===== config.mk =====
export PLATFORM = sky130hd
export DESIGN_NAME = scrat_fifo
export DESIGN_NICKNAME = d
export VERILOG_FILES = /design/src/rtl/scrat_pkg.sv /design/src/rtl/scrat_fifo.sv
export VERILOG_INCLUDE_DIRS = /design/src /design/src/rtl
export SDC_FILE = /design/constraint.sdc
export NUM_CORES = 1
export LEC_CHECK = 0
export ABC_AREA = 0
export BUFFER_PORTS_ARGS = -buffer_cell sky130_fd_sc_hd__buf_2
export CAP_MARGIN = 30
export CORE_MARGIN = 2
export CORE_UTILIZATION = 55
export DETAILED_ROUTE_END_ITERATION = 16
export PLACE_DENSITY = 0.81
export SYNTH_ARGS = -nofsm -noshare
export SYNTH_HDL_FRONTEND = slang
export SYNTH_SLANG_ARGS = --single-unit

===== constraint.sdc =====
create_clock -name aclk -period 1.7 [get_ports aclk]
set_input_delay 0.255 -clock aclk [delete_from_list [all_inputs] [get_ports aclk]]
set_output_delay 0.255 -clock aclk [all_outputs]
set_load 0.005 [all_outputs]

===== src/rtl/scancode_remap_alt_tab_filter_assert.svh =====
// Assertion macros shared by the scan-code remapper RTL.
`ifndef SCANCODE_REMAP_ALT_TAB_FILTER_ASSERT_SVH
`define SCANCODE_REMAP_ALT_TAB_FILTER_ASSERT_SVH

`ifndef SYNTHESIS
// expression must hold at every edge out of reset
`define SCRAT_ASSERT(label, clk, rstn, expr) \
    label: assert property (@(posedge clk) disable iff (!rstn) (expr)) \
        else $error("scrat: invariant violated");
// condition at one edge implies outcome at the next
`define SCRAT_ASSERT_NEXT(label, clk, rstn, pre, post) \
    label: assert property (@(posedge clk) disable iff (!rstn) (pre) |=> (post)) \
        else $error("scrat: sequence violated");
`else
`define SCRAT_ASSERT(label, clk, rstn, expr)
`define SCRAT_ASSERT_NEXT(label, clk, rstn, pre, post)
`endif

`endif


===== src/rtl/scrat_pkg.sv =====
// Shared types and constants of the scan-code remapper.
package scrat_pkg;

    localparam logic OP_KEY       = 1'b0;
    localparam logic OP_MAP_WRITE = 1'b1;

    localparam int TABLE_AW    = 9;
    localparam int TABLE_DEPTH = 512;

    // table entry: bit 9 flags an invalid target
    localparam logic [9:0] CODE_INVALID = 10'h200;

    localparam logic [8:0] CODE_TAB      = 9'h00F;
    localparam logic [8:0] CODE_LALT     = 9'h038;
    localparam logic [8:0] CODE_RALT     = 9'h138;
    localparam logic [8:0] CODE_RCTRL    = 9'h11D;
    localparam logic [8:0] CODE_E1_PAUSE = 9'h100;

    localparam logic [7:0]  E1_PAUSE_MAKE = 8'h1D;
    localparam logic [7:0]  RAW_E0_HIGH   = 8'hE0;
    localparam logic [15:0] RAW_E1_PAUSE  = 16'hE11D;
    localparam logic [15:0] RAW_E0_ZERO   = 16'h0100;
    localparam logic [15:0] RAW_MAX       = 16'h01FF;

    // break / make / break of a synthetic release burst
    localparam logic [1:0] PHASE_FIRST = 2'd0;
    localparam logic [1:0] PHASE_MAKE  = 2'd1;
    localparam logic [1:0] PHASE_LAST  = 2'd2;

    typedef struct packed {
        logic [9:0] entry;
        logic       rel;
        logic       mouse;
        logic       e1;
    } queue_item_t;

endpackage


===== src/rtl/scrat_fifo.sv =====
// Short request queue between front end and back end.
`include "scancode_remap_alt_tab_filter_assert.svh"

module scrat_fifo #(
    parameter int DEPTH = 4,
    parameter int CW    = 3
) (
    input  logic                   aclk,
    input  logic                   aresetn,
    input  logic                   push_valid,
    input  scrat_pkg::queue_item_t push_item,
    output logic                   pop_valid,
    output scrat_pkg::queue_item_t pop_item,
    input  logic                   pop,
    output logic [CW-1:0]          count
);

    localparam int PW = (DEPTH > 1) ? $clog2(DEPTH) : 1;

    scrat_pkg::queue_item_t slot_reg [DEPTH];
    logic [PW-1:0]          wr_ptr_reg;
    logic [PW-1:0]          rd_ptr_reg;
    logic [CW-1:0]          count_reg;

    function automatic logic [PW-1:0] ptr_inc(input logic [PW-1:0] p);
        logic [PW-1:0] n;
        if (p == PW'(DEPTH - 1)) begin
            n = '0;
        end else begin
            n = p + 1'b1;
        end
        return n;
    endfunction

    always_ff @(posedge aclk) begin
        if (!aresetn) begin
            wr_ptr_reg <= '0;
            rd_ptr_reg <= '0;
            count_reg  <= '0;
        end else begin
            if (push_valid) begin
                wr_ptr_reg <= ptr_inc(wr_ptr_reg);
            end
            if (pop) begin
                rd_ptr_reg <= ptr_inc(rd_ptr_reg);
            end
            if (push_valid && !pop) begin
                count_reg <= count_reg + 1'b1;
            end else if (pop && !push_valid) begin
                count_reg <= count_reg - 1'b1;
            end
        end
    end

    always_ff @(posedge aclk) begin
        if (push_valid) begin
            slot_reg[wr_ptr_reg] <= push_item;
        end
    end

    assign pop_valid = (count_reg != '0);
    assign pop_item  = slot_reg[rd_ptr_reg];
    assign count     = count_reg;

    `SCRAT_ASSERT(a_no_overflow, aclk, aresetn, !(push_valid && count_reg == CW'(DEPTH)))
    `SCRAT_ASSERT(a_no_underflow, aclk, aresetn, !(pop && count_reg == '0))

endmodule


==> impl_metrics.ini <==
[logic_synthesis]
yosys_warnings = 0
netlist_instances = 110
netlist_area_um2 = 2330
avgSynthCellArea_um2 = 21.2
synth_cell_type_count = 20
synth_xor_area_frac = 0.00751
synth_compound_area_frac = 0.00858
yosys-mux-area-fraction = 0.147
synth-simple-area-share = 0.0359
yosysSeqAreaShare = 0.746
synth-adder-area-share = 0.0408
syn_nets = 134
ys_seq_elements = 61
synth_top_family_by_area = multiplexers
synth_top_area_frac = 0.669
ys_top_cells_by_area = edfxtp_1, mux4_2, dfxtp_1
synth_top_area_cell = edfxtp_1

[power_and_ir_drop]
p_clk_frac = 0.320
powerDensity_nw_per_um2 = 1100
p_leak_nw = 1.02
intPower_w = 0.00239
irDropWorstVdd_v = 0.000711
p_switching_w = 0.000665
share_comb_of_total_power = 0.108
p_seq_frac = 0.572
swShare = 0.218

[detailed_routing]
vias = 1151
drt_iter0_markers = 77
drt_wl_total_um = 3900
drc = 0
drt.antenna.violating_nets = 0
dr.pass1.iters = 4
avgViaCountPerCell = 5.38
wl_per_cell_um = 18.2

[global_route]
gr-total-overflow = 0
grt_pass1_vias = 1260
antenna_found_initial = 0
grt_pass1_wl_um = 6290
grt_max_degree = 14
track_usage = 0.182

[cts]
clock_path_buffers = 2
cts_buffers = 9
htreeDepth = 3
ctsHoldBuffers = 0
cts_setup_buffers = 0
worstSkewPairLatency_ns = 0.32
cts.reportedPaths.clkPinSlew_ns = 0.06
numClockSinks = 61
tritoncts = built
root_buffer = clkbuf_8

[placed_design]
io_buffers = 33
gp_congestion = 0.708
place_area_um2 = 2610
dp_hpwl_um = 2640
dp_cells = 198

[min_path]
min_path_type = input port to flip-flop
holdPathStages = 1
min_from = push_item[6]
hold_end = slot_reg[3][6]

[floorplan]
die_h_um = 69.1
start_util = 0.579
rows = 23
dieArea_um2 = 4780
core_area_um2 = 4030
fp.dieW_um = 69.1
io_pins = 34

[layout]
drive_above_1_share = 0.396
fin_cells = 214
mostFrequentLayoutCells = edfxtp_1, buf_2, mux4_2
fin_nets = 184
final_area_um2 = 2780
largest_register_ffs = 52
diodes = 0
area_growth_pct = 19.0
final_common_cell = edfxtp_1
fill_cells = 275

[sta]
setup-violations-final = 13
fmax_mhz = 570
fin_crit_ns = 1.76
worst_slew_pin_slew_ns = 0.678
skew_ns = 0.00747
finalHoldViolCount = 0
worst_slack_ns = -0.0553
relSlewSlack = 0.548
rsz0062_at_grt = yes
fin_crit_sh = 1.03
slew_violations = 0

[critical_path]
r2r_slack_ns = 0.17
arrival_ns = 1.50
slowest_delay_ns = 0.50
endpoint_kind = output port
cp_cell_sequence = buf_12, mux4_2, buf_2
reg2reg_to = slot_reg[0][3]
start_kind = flip-flop
r2r_start = wr_ptr_reg[0]
worstPathMaxFanout = 7
critical_path_class = flip-flop to output port
cp.required_ns = 1.44
slowest_stage = mux4_2
reg2regPathDepth = 3

[outcome]
outcome = finished with violations
violations = setup timing

[job]
cap_violations = 0
==> through the flow <==
step	total power (W)	hold WS, ns	setup WS [ns]	utilization	setup TNS [ns]
global placement	0.00207	0.465	0.0536	0.648	0
finish	0.00306	0.147	-0.0553	0.689	-0.366
floorplan	0.00195	0.354	0.165	-	0
CTS	0.00309	0.139	-0.0792	0.689	-0.613
detailed placement	0.00210	0.477	-0.106	0.648	-0.106
global route	0.00320	0.144	-0.107	0.689	-1.05
==> power by group through the flow <==
stage	sequential, W	combinational, W	clock [W]
detailed placement	0.00178	0.000325	0
global route	0.00176	0.000366	0.00107
floorplan	0.00177	0.000179	0
CTS	0.00175	0.000339	0.000997
finish	0.00175	0.000332	0.000977
global placement	0.00177	0.000306	0
==> layout make-up <==
type | instances | area, um^2 | share of cell area
Clock buffer | 11 | 131 | 0.0473
Clock inverter | 4 | 16.3 | 0.00586
Inverter | 4 | 15.0 | 0.00541
Multi-Input combinational cell | 43 | 549 | 0.198
Sequential cell | 61 | 1750 | 0.628
Tap cell | 50 | 62.6 | 0.0225
Timing Repair Buffer | 41 | 258 | 0.0928
==> kinds of logic after synthesis <==
family | count (synthesis)
mux | 17
buf+inv | 6
xor+xnor | 2
simple gates | 14
flops | 61
fa+ha+maj | 7
compound gates | 3
==> worst max-delay path, delay by kind of cell (launching register included) <==
kind	cells	cell delay (ns)
mux	1	0.50
buf+inv	2	0.28
flops	1	0.39
==> timing repair <==
action | in CTS | in global routing
resized for setup | 6 | 0
cloned | 1 | 0
endpoints found under the setup margin | 13 | 13
==> synth_stat cells, drive strengths merged <==
master,number
o21ai,1
xnor2,1
mux4,13
fa,1
ha,6
and2,5
nor2b,5
nor2,1
or3,2
o21a,1
buf,2
xor2,1
inv,4
nor3,1
edfxtp,52
a21boi,1
mux2i,4
dfxtp,9
==> metal layers <==
layer / part of all wire / track usage / vias to the layer above
met4: 0.013 / 0.0850 / 0
met5: 0 / 0 / -
met3: 0.048 / 0.0409 / 6
met1: 0.38 / 0.215 / 571
met2: 0.56 / 0.315 / 34
li1: - / - / 540
==> worst max-delay path by stage <==
stage,slack [ns],endpoint,from,depth (start not counted)
after floorplan,0.17,count[2],pop,7
after global placement,0.05,count[2],pop,8
after detailed placement,-0.11,count[2],pop,8
after CTS,-0.08,pop_item[6],flip-flop,3
after global routing,-0.11,pop_item[6],flip-flop,3
final,-0.06,pop_item[0],flip-flop,3
Power figures use the tool's default switching activity.
