--- src/rtl/scancode_remap_alt_tab_filter_assert.svh ---
// Assertion macros shared by the scan-code remapper RTL.
`ifndef SCANCODE_REMAP_ALT_TAB_FILTER_ASSERT_SVH
`define SCANCODE_REMAP_ALT_TAB_FILTER_ASSERT_SVH

`ifndef SYNTHESIS
// expression must hold at every edge out of reset
`define SCRAT_ASSERT(label, clk, rstn, expr) \
    label: assert property (@(posedge clk) disable iff (!rstn) (expr)) \
        else $error("scrat: invariant violated");
// condition at one edge implies outcome at the next
`define SCRAT_ASSERT_NEXT(label, clk, rstn, pre, post) \
    label: assert property (@(posedge clk) disable iff (!rstn) (pre) |=> (post)) \
        else $error("scrat: sequence violated");
`else
`define SCRAT_ASSERT(label, clk, rstn, expr)
`define SCRAT_ASSERT_NEXT(label, clk, rstn, pre, post)
`endif

`endif

--- src/rtl/scrat_pkg.sv ---
// Shared types and constants of the scan-code remapper.
package scrat_pkg;

    localparam logic OP_KEY       = 1'b0;
    localparam logic OP_MAP_WRITE = 1'b1;

    localparam int TABLE_AW    = 9;
    localparam int TABLE_DEPTH = 512;

    // table entry: bit 9 flags an invalid target
    localparam logic [9:0] CODE_INVALID = 10'h200;

    localparam logic [8:0] CODE_TAB      = 9'h00F;
    localparam logic [8:0] CODE_LALT     = 9'h038;
    localparam logic [8:0] CODE_RALT     = 9'h138;
    localparam logic [8:0] CODE_RCTRL    = 9'h11D;
    localparam logic [8:0] CODE_E1_PAUSE = 9'h100;

    localparam logic [7:0]  E1_PAUSE_MAKE = 8'h1D;
    localparam logic [7:0]  RAW_E0_HIGH   = 8'hE0;
    localparam logic [15:0] RAW_E1_PAUSE  = 16'hE11D;
    localparam logic [15:0] RAW_E0_ZERO   = 16'h0100;
    localparam logic [15:0] RAW_MAX       = 16'h01FF;

    // break / make / break of a synthetic release burst
    localparam logic [1:0] PHASE_FIRST = 2'd0;
    localparam logic [1:0] PHASE_MAKE  = 2'd1;
    localparam logic [1:0] PHASE_LAST  = 2'd2;

    typedef struct packed {
        logic [9:0] entry;
        logic       rel;
        logic       mouse;
        logic       e1;
    } queue_item_t;

endpackage

--- src/rtl/scrat_back.sv ---
// Back end: Alt/Tab tracking, filter decisions and result sequencing.
`include "scancode_remap_alt_tab_filter_assert.svh"

module scrat_back (
    input  logic                   aclk,
    input  logic                   aresetn,
    input  logic                   cfg_wr_en,
    input  logic                   cfg_wr_data,
    input  logic                   q_valid,
    input  scrat_pkg::queue_item_t q_item,
    output logic                   q_pop,
    output logic                   m_valid,
    input  logic                   m_ready,
    output logic                   m_pressed,
    output logic [8:0]             m_key_code,
    output logic                   m_last
);

    logic       rctrl_alt_reg;
    logic       left_alt_down_reg;
    logic       right_alt_down_reg;
    logic       tab_down_reg;

    logic       job_active_reg;
    logic [8:0] job_code_reg;
    logic       job_press_reg;
    logic       job_burst_reg;
    logic       job_more_reg;
    logic [1:0] job_phase_reg;

    logic       m_valid_reg;
    logic       m_pressed_reg;
    logic [8:0] m_key_code_reg;
    logic       m_last_reg;

    logic       out_free;
    logic       emit;
    logic       job_last;
    logic       job_free;

    logic       ent_valid;
    logic [8:0] ent_code;
    logic       is_tab;
    logic       is_lalt;
    logic       is_ralt;
    logic       dec_emit;
    logic       dec_burst;
    logic       dec_more;
    logic       dec_press;
    logic [8:0] dec_code;
    logic       left_alt_next;
    logic       right_alt_next;
    logic       tab_next;

    assign out_free = !m_valid_reg || m_ready;
    assign emit     = job_active_reg && out_free;
    assign job_last = !job_burst_reg || (job_phase_reg == scrat_pkg::PHASE_LAST && !job_more_reg);
    assign job_free = !job_active_reg || (emit && job_last);
    assign q_pop    = q_valid && job_free;

    always_comb begin
        ent_valid      = !q_item.entry[9];
        ent_code       = q_item.entry[8:0];
        is_tab         = ent_valid && ent_code == scrat_pkg::CODE_TAB;
        is_lalt        = ent_valid && ent_code == scrat_pkg::CODE_LALT;
        is_ralt        = ent_valid && ent_code == scrat_pkg::CODE_RALT;
        dec_emit       = 1'b0;
        dec_burst      = 1'b0;
        dec_more       = 1'b0;
        dec_press      = !q_item.rel;
        dec_code       = ent_code;
        left_alt_next  = left_alt_down_reg;
        right_alt_next = right_alt_down_reg;
        tab_next       = tab_down_reg;
        priority if (q_item.e1) begin
            dec_emit = ent_valid;
        end else if (is_tab && !q_item.rel && !q_item.mouse
                     && (left_alt_down_reg || right_alt_down_reg)) begin
            // Alt-Tab: release whichever Alts are held
            dec_emit       = 1'b1;
            dec_burst      = 1'b1;
            dec_code       = left_alt_down_reg ? scrat_pkg::CODE_LALT : scrat_pkg::CODE_RALT;
            dec_more       = left_alt_down_reg && right_alt_down_reg;
            left_alt_next  = 1'b0;
            right_alt_next = 1'b0;
        end else if ((is_lalt || is_ralt) && !q_item.rel && !q_item.mouse && tab_down_reg) begin
            dec_emit  = 1'b1;
            dec_code  = scrat_pkg::CODE_TAB;
            dec_press = 1'b0;
            tab_next  = 1'b0;
        end else begin
            if (is_tab) begin
                tab_next = !q_item.rel;
            end
            if (is_lalt) begin
                left_alt_next = !q_item.rel;
            end
            if (is_ralt) begin
                right_alt_next = !q_item.rel;
            end
            if (ent_valid && ent_code == scrat_pkg::CODE_RCTRL && rctrl_alt_reg) begin
                dec_code = scrat_pkg::CODE_LALT;
            end
            dec_emit = ent_valid;
        end
    end

    always_ff @(posedge aclk) begin
        if (!aresetn) begin
            rctrl_alt_reg      <= 1'b0;
            left_alt_down_reg  <= 1'b0;
            right_alt_down_reg <= 1'b0;
            tab_down_reg       <= 1'b0;
        end else begin
            if (cfg_wr_en) begin
                rctrl_alt_reg <= cfg_wr_data;
            end
            if (q_pop) begin
                left_alt_down_reg  <= left_alt_next;
                right_alt_down_reg <= right_alt_next;
                tab_down_reg       <= tab_next;
            end
        end
    end

    always_ff @(posedge aclk) begin
        if (!aresetn) begin
            job_active_reg <= 1'b0;
        end else if (q_pop) begin
            job_active_reg <= dec_emit;
        end else if (emit && job_last) begin
            job_active_reg <= 1'b0;
        end
    end

    always_ff @(posedge aclk) begin
        if (q_pop) begin
            job_code_reg  <= dec_code;
            job_press_reg <= dec_press;
            job_burst_reg <= dec_burst;
            job_more_reg  <= dec_more;
            job_phase_reg <= scrat_pkg::PHASE_FIRST;
        end else if (emit && !job_last) begin
            if (job_phase_reg == scrat_pkg::PHASE_LAST) begin
                job_phase_reg <= scrat_pkg::PHASE_FIRST;
                job_code_reg  <= scrat_pkg::CODE_RALT;
                job_more_reg  <= 1'b0;
            end else begin
                job_phase_reg <= job_phase_reg + 1'b1;
            end
        end
    end

    always_ff @(posedge aclk) begin
        if (!aresetn) begin
            m_valid_reg <= 1'b0;
        end else if (emit) begin
            m_valid_reg <= 1'b1;
        end else if (m_ready) begin
            m_valid_reg <= 1'b0;
        end
    end

    always_ff @(posedge aclk) begin
        if (emit) begin
            m_pressed_reg  <= job_burst_reg ? (job_phase_reg == scrat_pkg::PHASE_MAKE)
                                            : job_press_reg;
            m_key_code_reg <= job_code_reg;
            m_last_reg     <= job_last;
        end
    end

    assign m_valid    = m_valid_reg;
    assign m_pressed  = m_pressed_reg;
    assign m_key_code = m_key_code_reg;
    assign m_last     = m_last_reg;

    `SCRAT_ASSERT_NEXT(a_burst_clears_alts, aclk, aresetn, q_pop && dec_burst, !left_alt_down_reg && !right_alt_down_reg)
    `SCRAT_ASSERT_NEXT(a_job_stays_mid_burst, aclk, aresetn, emit && !job_last, job_active_reg)

endmodule

--- config.mk ---
export PLATFORM = sky130hd
export DESIGN_NAME = scrat_back
export DESIGN_NICKNAME = d
export VERILOG_FILES = /design/src/rtl/scrat_pkg.sv /design/src/rtl/scrat_back.sv
export VERILOG_INCLUDE_DIRS = /design/src /design/src/rtl
export SDC_FILE = /design/constraint.sdc
export NUM_CORES = 1
export LEC_CHECK = 0
export BUFFER_PORTS_ARGS = -buffer_cell sky130_fd_sc_hd__buf_4
export CAP_MARGIN = 20
export CORE_MARGIN = 4
export CORE_UTILIZATION = 55
export DETAILED_ROUTE_END_ITERATION = 7
export PLACE_DENSITY = 0.78
export REMOVE_ABC_BUFFERS = 1
export SLEW_MARGIN = 20
export SYNTH_ARGS = -nofsm -noshare
export SYNTH_HDL_FRONTEND = slang
export SYNTH_SLANG_ARGS = --single-unit
--- constraint.sdc ---
create_clock -name aclk -period 4.6 [get_ports aclk]
set_input_delay 0.23 -clock aclk [delete_from_list [all_inputs] [get_ports aclk]]
set_output_delay 0.23 -clock aclk [all_outputs]
set_load 0.02 [all_outputs]
==> run metrics, run 1 <==
vias in the first global route roughly 1,200; Worst R2R Path Depth 5; top cells by area, synth edfxtp_1 (47%), dfxtp_1 (11%), nor2_1 (2.5%), mux2i_1 (2.0%), nor3_1 (2.0%); post-layout util 70.8%; Die Y roughly 60 um; commonest non-fill, non-tap cells in the layout buf_4 (31), edfxtp_1 (23), nor2_1 (10); top cell type's share of synthesized area 46.9%; area leader, netlist edfxtp_1; Most used DFF post-synth edfxtp_1; Final Instance Count excl. Fillers about 190; Placer Congestion just under 0.9; clock sinks 31; launch point of the worst reg-to-reg path job_phase_reg[1]; H-Tree Depth 2; Initial Utilization around three fifths; synthesized flop and latch total 31; most common cell after layout, fill and taps aside buf_4; number of flops mapped to enable cells by yosys 23; clock share of power between 20% and 30%; post-route ant nets 0; sequential area share after synthesis 57.8%; Max-slew headroom roughly 48%; Worst path max stage delay between 0.3 and 0.4 ns; CTS tree built; CTS resizes 0; crit path buf inv count 2; Switching Share 23.2%; Ant. Diodes 0; Comb pwr share between 10% and 20%; RSZ-0062 raised after global routing false; fmax ~0.55 GHz; period utilisation layout about two fifths; worst hold stages 3; Endpoint, Worst Hold rctrl_alt_reg; Layout area overhead 21.2%; Tmin final about 1.8 ns; Startpoint Class register; clock slew at reported path FFs around 0.090 ns; Worst EP arrival around 1.6 ns; share of cells above drive strength 1 between 20% and 30%; Cells after DPL 183; syn avg cell area 11.9 um^2; Internal Pwr Total ~0.0004 W; reg-to-reg critical path endpoint job_code_reg[3]; post-DP HPWL 2260 um; clk root buf clkbuf_4; Pre-antenna DRT Iters 4; cells along the critical path nor3b_2, o211ai_2, inv_2, buf_4; sequential share of power about three fifths; crit end category output port; setup TNS 0 ns; final setup fails 0; GRT met2 Usage between 30% and 40%; M3 GR Usage under 10%; core box area roughly 2500 um^2; Setup Fix Bufs, Post-CTS 0; Sw Pwr 0.000120 W; Die Area about 3600 um^2; R2R Setup Slk approximately 2.9 ns; CP top delay family buffers and inverters; DRC viols 0; min-delay src cfg_wr_data; worst-path maximum fanout 9; Die Width 59.7 um; Final Hold Fails 0; Iteration-0 DRC Markers 30; power density cells around 290 nW/um^2; largest net degree at the start of global routing 12; met1 Usage GRT approximately 20%; Total GRT Usage a little under a fifth; MaxCap Viol Count 0; Cell variety after synth between 40 and 50; Syn Inst Count 124; Layout Nets around 180; async set or reset register ratio after synthesis 0%; worst-margin pin slew 0.781 ns; vias per cell ~6; FP Rows 18; WS Path Type reg2out; critical path data required time around 4.4 ns; first-pass GRT wire length 4840 um; clk_skew approximately 0.0075 ns; status finished clean; worst vdd ir between 0.15 and 0.2 mV; Post-Route WL roughly 2900 um; initial antenna violation count 0; GRT overflow 0; drt wl/cell approximately 15 um; synthesized area about 1500 um^2; CTS Buffer Depth 2; gr busiest metal met2; hold_buf cts 0; io pins 32; Slowest-stage cell, CP o211ai_2; Tightest Hold Check Type in2reg; routed via count between 1,000 and 1,500; LEAKAGE 0.652 nW; Num CTS Buffers 5; Skew-Pair Late Insertion Delay around 0.32 ns; port bufs 31; Final Max Slew Viols 0; YS warnings 0
[synth_stat cells, types with 2 or more instances]
library cell / number
dfxtp_1: 8
o21a_1: 2
nand3b_1: 2
nand4_1: 4
o2111ai_1: 2
inv_1: 2
clkbuf_1: 2
o21ai_0: 3
o211ai_2: 2
a21o_1: 3
or3b_2: 2
edfxtp_1: 23
nor2b_1: 4
nand2b_1: 3
a21oi_1: 3
nor2_1: 10
nand3_1: 4
nor3_1: 6
nor3b_2: 2
mux2i_1: 3
and3b_1: 2
or3_1: 2
nand2_1: 7
o211ai_1: 3
nor3b_1: 4
[power by group through the flow]
stage          registers, W   logic, W  clock network (W)
3_5_place_dp       0.000324  0.0000576                  0
5_1_grt            0.000319  0.0000627           0.000162
4_1_cts            0.000318  0.0000579           0.000149
2_1_floorplan      0.000328  0.0000221                  0
6_report           0.000318  0.0000576           0.000143
3_3_place_gp       0.000324  0.0000561                  0
[how the worst max path moves through the flow]
stage,from,end,slack (ns),cells past startpoint
floorplan,m_valid,job_code_reg[0],2.77,3
global placement,job_phase_reg[1],job_code_reg[4],2.60,3
detailed placement,job_phase_reg[1],job_code_reg[3],2.84,5
CTS,job_phase_reg[1],q_pop,2.75,4
global route,job_phase_reg[1],q_pop,2.64,4
finish,job_phase_reg[1],q_pop,2.77,4
[per-layer routing]
layer	vias up	routed length (um)	part of all wire, %
li1	560	-	-
met1	540	1190	41
met2	35	1460	50
met3	8	176	6.1
met4	0	63	2.2
met5	-	0	0
[layout make-up]
class,instances,area (um^2)
flip-flops and latches,31,851
fillers,208,737
inverters,3,11.3
well taps,30,37.5
repair buffers,31,233
multi-input cells,88,603
clock inverters,1,5.00
clock buffers,7,45.0
[worst min-delay path, stage by stage]
cell and delay, ns:
buf_4 0.08, mux2i_1 0.05, nor2b_1 0.09
[metrics by stage]
step | power, W | cell area, um^2 | setup WS [ns] | hold WS, ns
global route | 0.000544 | 1790 | 2.64 | 0.176
global placement | 0.000380 | 1740 | 2.60 | 0.403
detailed placement | 0.000382 | 1740 | 2.84 | 0.405
CTS | 0.000524 | 1790 | 2.75 | 0.152
floorplan | 0.000350 | 1470 | 2.77 | 0.348
finish | 0.000518 | 1790 | 2.77 | 0.161
[cells by family after synthesis]
family	synth area share, %
and+or+nand+nor	25.7
DFF	57.8
AOI/OAI and AO/OA	12.4
buffers and inverters	1.27
muxes	2.80
Power figures use the tool's default switching activity.
==> run 2: changes to the inputs <==
Settings changed: CORE_UTILIZATION 55 to 53, PLACE_DENSITY 0.78 to 0.75.
Clock period 4.6 ns to 1.7 ns, I/O delays scaled along.
==> run 2 against run 1 <==
Compared with the run above: cell count up 3.7%; sequential share of layout area is 2.2 points lower; routed wire length is 16% higher; non-clock buffer count grew 7; core utilization up 2.3 points; clock skew increased by 0.0092 ns; die area up 3.3%; count of clock-buffer cells in the layout stayed put; first-iteration DRC count increased by 40%; critical endpoint unchanged; largest power group unchanged.
==> run metrics, run 2 (same netlist as run 1, synthesis figures left out) <==
status finished clean; post-DP HPWL 2470 um (+9.5%); GRT overflow 0 (unchanged); Ant. Diodes 0 (unchanged); critical path data required time 1.62 ns (-2.75 ns); Max-slew headroom 68.0% (+20 points); first-pass GRT wire length 5400 um (+12%); LEAKAGE 0.694 nW (+6.4%); port bufs 31 (unchanged); Total GRT Usage 20.8% (+2.3 points); Num CTS Buffers 5 (unchanged); CTS tree built; Pre-antenna DRT Iters 5 (+1); Die Width 60.7 um (+1.6%); share of cells above drive strength 1 35.1% (+5.3 points); Startpoint Class register; Initial Utilization 57.4% (-1.0 points); Iteration-0 DRC Markers 42 (+40%); MaxCap Viol Count 0 (unchanged); vias per cell 5.91 (-1.2%); Skew-Pair Late Insertion Delay 0.33 ns (about the same); FP Rows 18 (unchanged); Reg area 853 um^2 (+0.29%); R2R Setup Slk 0.07 ns (-2.78 ns); commonest non-fill, non-tap cells in the layout buf_4 (37), edfxtp_1 (23), nor2_1 (10); io pins 32 (unchanged); largest net degree at the start of global routing 12 (unchanged); clk root buf clkbuf_4; post-route ant nets 0 (unchanged); final setup fails 0 (unchanged); crit end category output port; clock sinks 31 (unchanged); vias in the first global route 1,155 (+0.43%); Tmin final approximately 1.6 ns; Die Y 60.7 um (+1.6%); fill count 178 (-14%); Setup Fix Bufs, Post-CTS 0 (unchanged); CTS Buffer Depth 2 (unchanged); RSZ-0062 raised after global routing true; power density cells 787 nW/um^2 (+170%); initial antenna violation count 0 (unchanged); clk_skew 0.0167 ns (+0.00924 ns); Layout area overhead 27.4%; Placer Congestion 0.889 (+1.5%); DRC viols 0 (unchanged); most common cell after layout, fill and taps aside buf_4; Layout Nets 186 (+3.9%); clock slew at reported path FFs 0.11 ns (+0.02 ns); period utilisation layout between 90% and 100%; H-Tree Depth 2 (unchanged); design area 1880 um^2 (+5.0%); core box area 2570 um^2 (+1.8%); Post-Route WL 3340 um (+16%); multi-input logic area 626 um^2 (+3.7%); Die Area 3690 um^2 (+3.3%); fmax a little over 0.6 GHz; Final Hold Fails 0 (unchanged); post-layout util 73.1% (+2.3 points); drt wl/cell 16.9 um (+11%); worst-path maximum fanout 8 (-1); WS Path Type reg2out; worst-margin pin slew 0.480 ns (-0.301 ns); Tightest Hold Check Type in2reg; Worst EP arrival 1.55 ns (-0.05 ns); setup TNS 0 ns (unchanged); dpl cell area 1780 um^2 (+2.6%); Final Max Slew Viols 0 (unchanged); routed via count 1,171 (+2.4%); worst vdd ir 0.669 mV (+260%)
-- run 2: cell count changes in the layout (fill, tap and decap cells not counted), sizes merged --
cell,previous run,this run
buf,31,37
dlygate4sd3,0,1
-- run 2: critical path, cell delays in order (launching register included) --
cell and delay, ns:
edfxtp_1 0.44, nor3b_2 0.25, o211ai_4 0.15, inv_2 0.08
buf_4 0.16, buf_4 0.15
-- run 2: layout make-up --
type	instances	area share [%]
inverter	3	0.600
timing repair buffer	38	15.3
tap	30	2.00
clock inverter	1	0.267
sequential	31	45.5
clock buffer	7	2.94
multi-input combinational	88	33.4
-- run 2: per-layer routing --
layer	global-route usage [%]	part of all wire [%]	vias up
met5	0	0	-
met4	6.50	1.4	0
met3	6.60	6.4	5
met2	37.7	52	45
met1	23.1	40	559
li1	-	-	562
-- run 2: final timing paths --
path / startpoint / end / depth (start not counted)
setup / recovery: job_more_reg / q_pop / 5
hold reg to reg: job_code_reg[2] / m_key_code[2] / 0
setup reg to reg: job_more_reg / job_code_reg[6] / 4
hold / removal: cfg_wr_en / rctrl_alt_reg / 3
-- run 2: through the flow --
step	std cells	hold slack [ns]	setup slack [ns]	power, W
detailed placement	189	0.350	0.0920	0.00104
CTS	198	0.00132	0.000141	0.00148
finish	198	0.0136	0.0639	0.00148
floorplan	122	0.203	-0.132	0.000947
global placement	189	0.347	0.162	0.00104
global route	198	0.0173	-0.0160	0.00154
-- run 2: repair_timing --
item	4_1_cts	5_1_grt
pin swaps	1	0
endpoints found under the hold margin	1	0
gates resized for setup	1	4
hold buffers	1	0
setup endpoints to repair	1	5
gates cloned	0	0
-- run 2: where the power goes --
group	internal, W	switching (W)
Sequential	0.000847	0.0000132
Clock	0.000200	0.000245
Combinational	0.0000774	0.0000921
